### config.mk
export PLATFORM = sky130hd
export DESIGN_NAME = edc_cell
export DESIGN_NICKNAME = d
export VERILOG_FILES = /design/src/hw/rtl/edc_pkg.sv /design/src/hw/rtl/edc_cell.sv
export SDC_FILE = /design/constraint.sdc
export NUM_CORES = 1
export LEC_CHECK = 0
export BUFFER_PORTS_ARGS = -buffer_cell sky130_fd_sc_hd__buf_4
export CORE_UTILIZATION = 45
export DETAILED_ROUTE_END_ITERATION = 6
export MAX_ROUTING_LAYER = met4
export PLACE_DENSITY = 0.85
export SKIP_CTS_REPAIR_TIMING = 1
export SLEW_MARGIN = 20
export SYNTH_ARGS = -nofsm -noshare
export SYNTH_HDL_FRONTEND = slang
export SYNTH_SLANG_ARGS = --single-unit
### constraint.sdc
create_clock -name clk -period 7.2 [get_ports clk]
set_input_delay 0 -clock clk [delete_from_list [all_inputs] [get_ports clk]]
set_output_delay 0 -clock clk [all_outputs]
set_load 0.05 [all_outputs]
### src/hw/rtl/edc_pkg.sv
`timescale 1ns / 1ps

package edc_pkg;

  // Cost cells are 16 bits and saturate at all ones
  localparam int COST_BITS = 16;
  localparam logic [COST_BITS-1:0] COST_MAX = '1;

  // Register reset value
  localparam logic [1:0] SUB_COST_RESET = 2'd2;

  // Input item kinds, carried on s_tuser
  typedef enum logic [1:0] {
    FUNC_LOAD   = 2'd0,
    FUNC_QUERY  = 2'd1,
    FUNC_FINISH = 2'd2,
    FUNC_CLEAR  = 2'd3
  } func_t;

  // Wavefront token handed from one cell to the next
  typedef struct packed {
    logic                 valid;
    logic                 clip;
    logic [COST_BITS-1:0] left;   // new cost of the upstream column
    logic [COST_BITS-1:0] diag;   // previous cost of the upstream column
  } link_t;

  // Per-cell control from the sequencer
  typedef struct packed {
    logic       restart;
    logic       load;
    logic       active;
    logic [1:0] sub_cost;
  } cell_ctrl_t;

endpackage

### src/hw/rtl/edc_cell.sv
`timescale 1ns / 1ps

module edc_cell
  import edc_pkg::*;
#(
  parameter int INDEX       = 1,
  parameter int SYMBOL_BITS = 64
) (
  input  logic                   clk,
  input  logic                   rst,
  input  cell_ctrl_t             ctrl,
  input  logic [SYMBOL_BITS-1:0] load_sym,
  input  link_t                  link_in,
  input  logic [SYMBOL_BITS-1:0] sym_in,
  output link_t                  link_out,
  output logic [SYMBOL_BITS-1:0] sym_out
);

  // Reference symbol held by this column, and its current row cost
  logic [SYMBOL_BITS-1:0] ref_sym;
  logic [COST_BITS-1:0]   cost;

  logic [COST_BITS-1:0] min_ul;
  logic [COST_BITS:0]   indel;
  logic [COST_BITS:0]   subst;
  logic [COST_BITS:0]   best;
  logic                 clipped;
  logic [COST_BITS-1:0] result;

  // One DP cell: min(up, left) + 1 against diag + mismatch cost
  always_comb begin
    min_ul  = (cost < link_in.left) ? cost : link_in.left;
    indel   = {1'b0, min_ul} + (COST_BITS+1)'(1);
    subst   = {1'b0, link_in.diag} +
              ((ref_sym == sym_in) ? '0 : (COST_BITS+1)'(ctrl.sub_cost));
    best    = (subst < indel) ? subst : indel;
    clipped = best[COST_BITS];
    result  = clipped ? COST_MAX : best[COST_BITS-1:0];
  end

  // Reference storage, written once per load
  always_ff @(posedge clk) begin
    if (ctrl.load) begin
      ref_sym <= load_sym;
    end
  end

  // Row cost and outgoing token
  always_ff @(posedge clk) begin
    if (rst) begin
      cost           <= COST_BITS'(INDEX);
      link_out.valid <= 1'b0;
    end else begin
      link_out.valid <= link_in.valid;
      if (ctrl.restart) begin
        cost <= COST_BITS'(INDEX);
      end else if (link_in.valid && ctrl.active) begin
        cost <= result;
      end
    end
  end

  always_ff @(posedge clk) begin
    sym_out <= sym_in;
    if (ctrl.active) begin
      link_out.left <= result;
      link_out.diag <= cost;
      link_out.clip <= link_in.clip | clipped;
    end else begin
      // Columns past the reference end pass the token unchanged
      link_out.left <= link_in.left;
      link_out.diag <= link_in.diag;
      link_out.clip <= link_in.clip;
    end
  end

endmodule
==> metrics.md <==
| Metric | Value |
|---|---|
| Cell Area, Placed | `between 9000 and 10,000 um2` |
| Setup_tns | `0 ns` |
| Minimum clock period | `6.54 ns` |
| VDD IR max | `175 uV` |
| Pre-antenna DRT Iters | `5` |
| Antenna-violating nets left | `0` |
| Root Driver | `clkbuf_16` |
| Register area share after synthesis | `55.0%` |
| WL final | `26,900 um` |
| GP Congestion | `0.932` |
| Vias in the first global route | `5,944` |
| Port bufs | `266` |
| Core Rows | `47` |
| Hold Path End | `link_out[18]` |
| RSZ-0062 raised after global routing | `no` |
| Register area | `4200 um2` |
| Status | `finished, final reports clean` |
| WHS | `0.0168 ns` |
| Post-Syn Area | `7650 um2` |
| H-Tree Depth | `4` |
| Hold wc startpoint | `ctrl[2]` |
| Layout cells sized above 1 | `about a third` |
| Area of the multi-input gates | `3280 um2` |
| Unique masters post-synth | `51` |
| Setup WS pre-CTS | `roughly 1.3 ns` |
| Layout area overhead | `58.1%` |
| Worst path most repeated cell | `ha_1` |
| Final clock skew | `roughly 0.018 ns` |
| Max Clk Rate | `153 MHz` |
| Synthesized instance count | `637` |
| Final WS setup | `0.660 ns` |
| Nature of the critical path endpoint | `flip-flop` |
| Final instance area | `between 10,000 and 15,000 um2` |
| Core Box Area | `16,600 um2` |
| Clock latency on the worst-skew pair | `0.44 ns` |
| Utilization after layout | `between 70% and 80%` |
| Max Slew Vio Count | `0` |
| First-pass GRT wire length | `32,400 um` |
| CTS max path bufs | `2` |
| Total Routing Usage GR | `25.1%` |
| Hold Vio Cnt, Final | `0` |
| Crit path cell chain | `ha_1 -> and4_1 -> o211ai_1 -> o32a_2 -> nand2_4 -> mux2_2 -> ha_1 -> nand3_1 -> nor2_1 -> nand2_1 -> xnor2_1 -> mux2_4 -> ha_1 -> nand4_1 -> or2_1 -> nor4_1 -> inv_1 -> o31ai_4 -> nor3_1 -> o311ai_1 -> dlygate4sd3_1` |
| Critical-path top delay cell | `o31ai_4` |
| Flip-flop and latch count after synthesis | `178` |
| Startpoint types | `flip-flop` |
| DR WL/cell | `20.7 um` |
| WHS Path Cells | `2` |
| YS warnings | `0` |
| Syn Nets | `~840` |
| Inserted Diodes | `0` |
| DRC errors left | `0` |
| Arrival @ worst endpoint | `6.91 ns` |
| Synth Area per Inst | `12.0 um2` |
| CTS Buf Count | `17` |
| R2r setup slk | `between 0.6 and 0.7 ns` |
| CTS tree | `built` |
| Max Cap Violations | `0` |
| Design Power | `2.62 mW` |
| # IOs | `between 200 and 300` |
| Congestion Overflow GR | `0` |
| Nets | `1,274` |
| HP Class | `in -> reg` |
| Worst rel slew slack | `slightly below 30%` |
| Reg2Reg Capture Point | `cost[0]` |
| Final Cycle Share | `90.8%` |
| Vias | `6,889` |
| Endpoints failing setup | `0` |
| Non-filler cells, final | `1,303` |
| Clock transition at path regs | `approximately 0.070 ns` |
| Cell Pwr Density | `217 nW/um2` |
| Avg Vias per Cell | `5.29` |
| DRT iter0 DRCs | `486` |
| Clk sinks | `178` |
| Initial antenna violation count | `0` |
| Die width | `132 um` |
| Critical path type | `reg -> reg` |
| Die Area | `17,500 um2` |
| Die Height | `~130 um` |
| Fillers | `around 1,100` |
| Final HPWL DP | `16,400 um` |
| Worst endpoint required time | `7.57 ns` |
| Worst-Margin Slew | `1.06 ns` |
| Leakage | `5.04 nW` |
| Starting Density | `46.1%` |
| CP max stage delay | `0.86 ns` |
| Critical R2R Launch | `cost[15]` |
| Largest net degree at the start of global routing | `65` |
| Cells on worst reg2reg path | `21` |
| Worst Path Max Fanout | `20` |
| Cell Count Post-Placement | `1,106` |
cell families after synthesis:
kind of cell | share of synthesized area [%]
flip-flops | 55.0
buffers and inverters | 2.32
multiplexers | 5.60
AO/OA/AOI/OAI | 6.48
AND/OR/NAND/NOR | 12.6
XOR/XNOR | 12.1
adder cells (fa/ha/maj) | 5.83
worst max-delay path: cells and delay by family, from the launching register on:
family          cells  cell delay [ns]
compound gates      4             1.61
simple gates        9             2.22
xor+xnor            1             0.16
flops               1             0.36
buf+inv             2             0.70
fa+ha+maj           3             0.92
mux                 2             0.50
cell usage after synthesis (all sizes together):
master / count / share of area, %
a31o: 1 / 0.11
clkbuf: 11 / 0.54
inv: 22 / 1.1
a211oi: 1 / 0.16
nand4: 33 / 2.7
o31ai: 26 / 2.6
xor2: 14 / 1.6
nor4: 6 / 0.49
buf: 7 / 0.70
fa: 1 / 0.26
o311ai: 1 / 0.11
ha: 34 / 5.6
nor3b: 14 / 1.9
or2: 1 / 0.082
a21o: 6 / 0.59
a221oi: 1 / 0.11
nor2b: 2 / 0.16
and3: 3 / 0.25
edfxtp: 64 / 25
o22ai: 5 / 0.41
a21oi: 13 / 0.90
nand3: 16 / 1.0
o221a: 1 / 0.15
o21a: 2 / 0.20
and4: 7 / 0.80
a2111oi: 1 / 0.20
xnor2: 92 / 11
nand2: 47 / 2.4
mux2: 29 / 4.5
dfxtp: 114 / 30
nor3: 13 / 0.92
nor2: 17 / 0.83
o211ai: 1 / 0.098
mux2i: 7 / 1.1
nand2b: 6 / 0.49
and2: 7 / 0.57
o21bai: 1 / 0.098
o21ai: 8 / 0.52
o31a: 1 / 0.11
o32a: 1 / 0.15
worst max-delay path by stage:
| stage | slack [ns] | end | start | cells past startpoint |
|---|---|---|---|---|
| 2_1_floorplan | 1.98 | link_out[22] | cost[15] | 25 |
| 3_3_place_gp | 1.36 | cost[2] | cost[9] | 20 |
| 3_5_place_dp | 1.34 | cost[2] | cost[15] | 20 |
| 4_1_cts | 1.24 | link_out[20] | cost[15] | 20 |
| 5_1_grt | 0.23 | cost[0] | cost[15] | 21 |
| 6_report | 0.66 | cost[0] | cost[15] | 21 |
where the power goes:
group | internal [mW] | total (mW) | switching (mW)
combinational | 0.247 | 0.549 | 0.302
clock | 0.468 | 0.928 | 0.460
sequential | 1.11 | 1.15 | 0.0344
layer usage:
| layer | part of all wire, % | wire length [um] | GRT usage, % | up-vias |
|---|---|---|---|---|
| li1 | - | - | - | 3160 |
| met1 | 38 | 10300 | 31.3 | 3344 |
| met2 | 54 | 14400 | 41.0 | 313 |
| met3 | 4.7 | 1260 | 4.27 | 72 |
| met4 | 3.4 | 904 | 9.26 | 0 |
| met5 | 0 | 0 | - | - |
state kept, by name (all words and copies together), names as in the netlist:
register / cells
ref_sym: 64
link_out: 34
cost: 16
sym_out: 64
final cells by class:
type / count / area share [%]
clock buffer: 18 / 3.55
clock inverter: 14 / 1.34
inverter: 22 / 0.683
multi-input combinational: 419 / 27.1
sequential: 178 / 34.8
tap: 220 / 2.28
timing repair buffer: 432 / 30.2
placed cells by master, fill, tap and decap left out, types with 2 or more instances in the layout:
| master | instances |
|---|---|
| clkbuf_16 | 17 |
| nand3_1 | 16 |
| o21a_1 | 2 |
| o21ai_0 | 7 |
| dfxtp_1 | 114 |
| nand2_1 | 46 |
| mux2i_1 | 6 |
| inv_8 | 4 |
| buf_4 | 267 |
| ha_1 | 34 |
| nor3b_2 | 8 |
| o22ai_1 | 5 |
| xnor2_1 | 92 |
| nor4_1 | 6 |
| inv_1 | 21 |
| o31ai_1 | 25 |
| nor2_1 | 17 |
| a21o_1 | 6 |
| edfxtp_1 | 64 |
| dlygate4sd3_1 | 165 |
| clkinv_8 | 4 |
| nor3_1 | 12 |
| and2_1 | 7 |
| and3_1 | 3 |
| a21oi_1 | 12 |
| and4_1 | 7 |
| nor2b_1 | 2 |
| nand4_1 | 33 |
| nor3b_1 | 6 |
| clkinv_4 | 2 |
| mux2_4 | 5 |
| xor2_1 | 14 |
| mux2_2 | 24 |
| nand2b_1 | 6 |
| inv_6 | 3 |
Note: power is estimated with default switching activity, not from simulation.
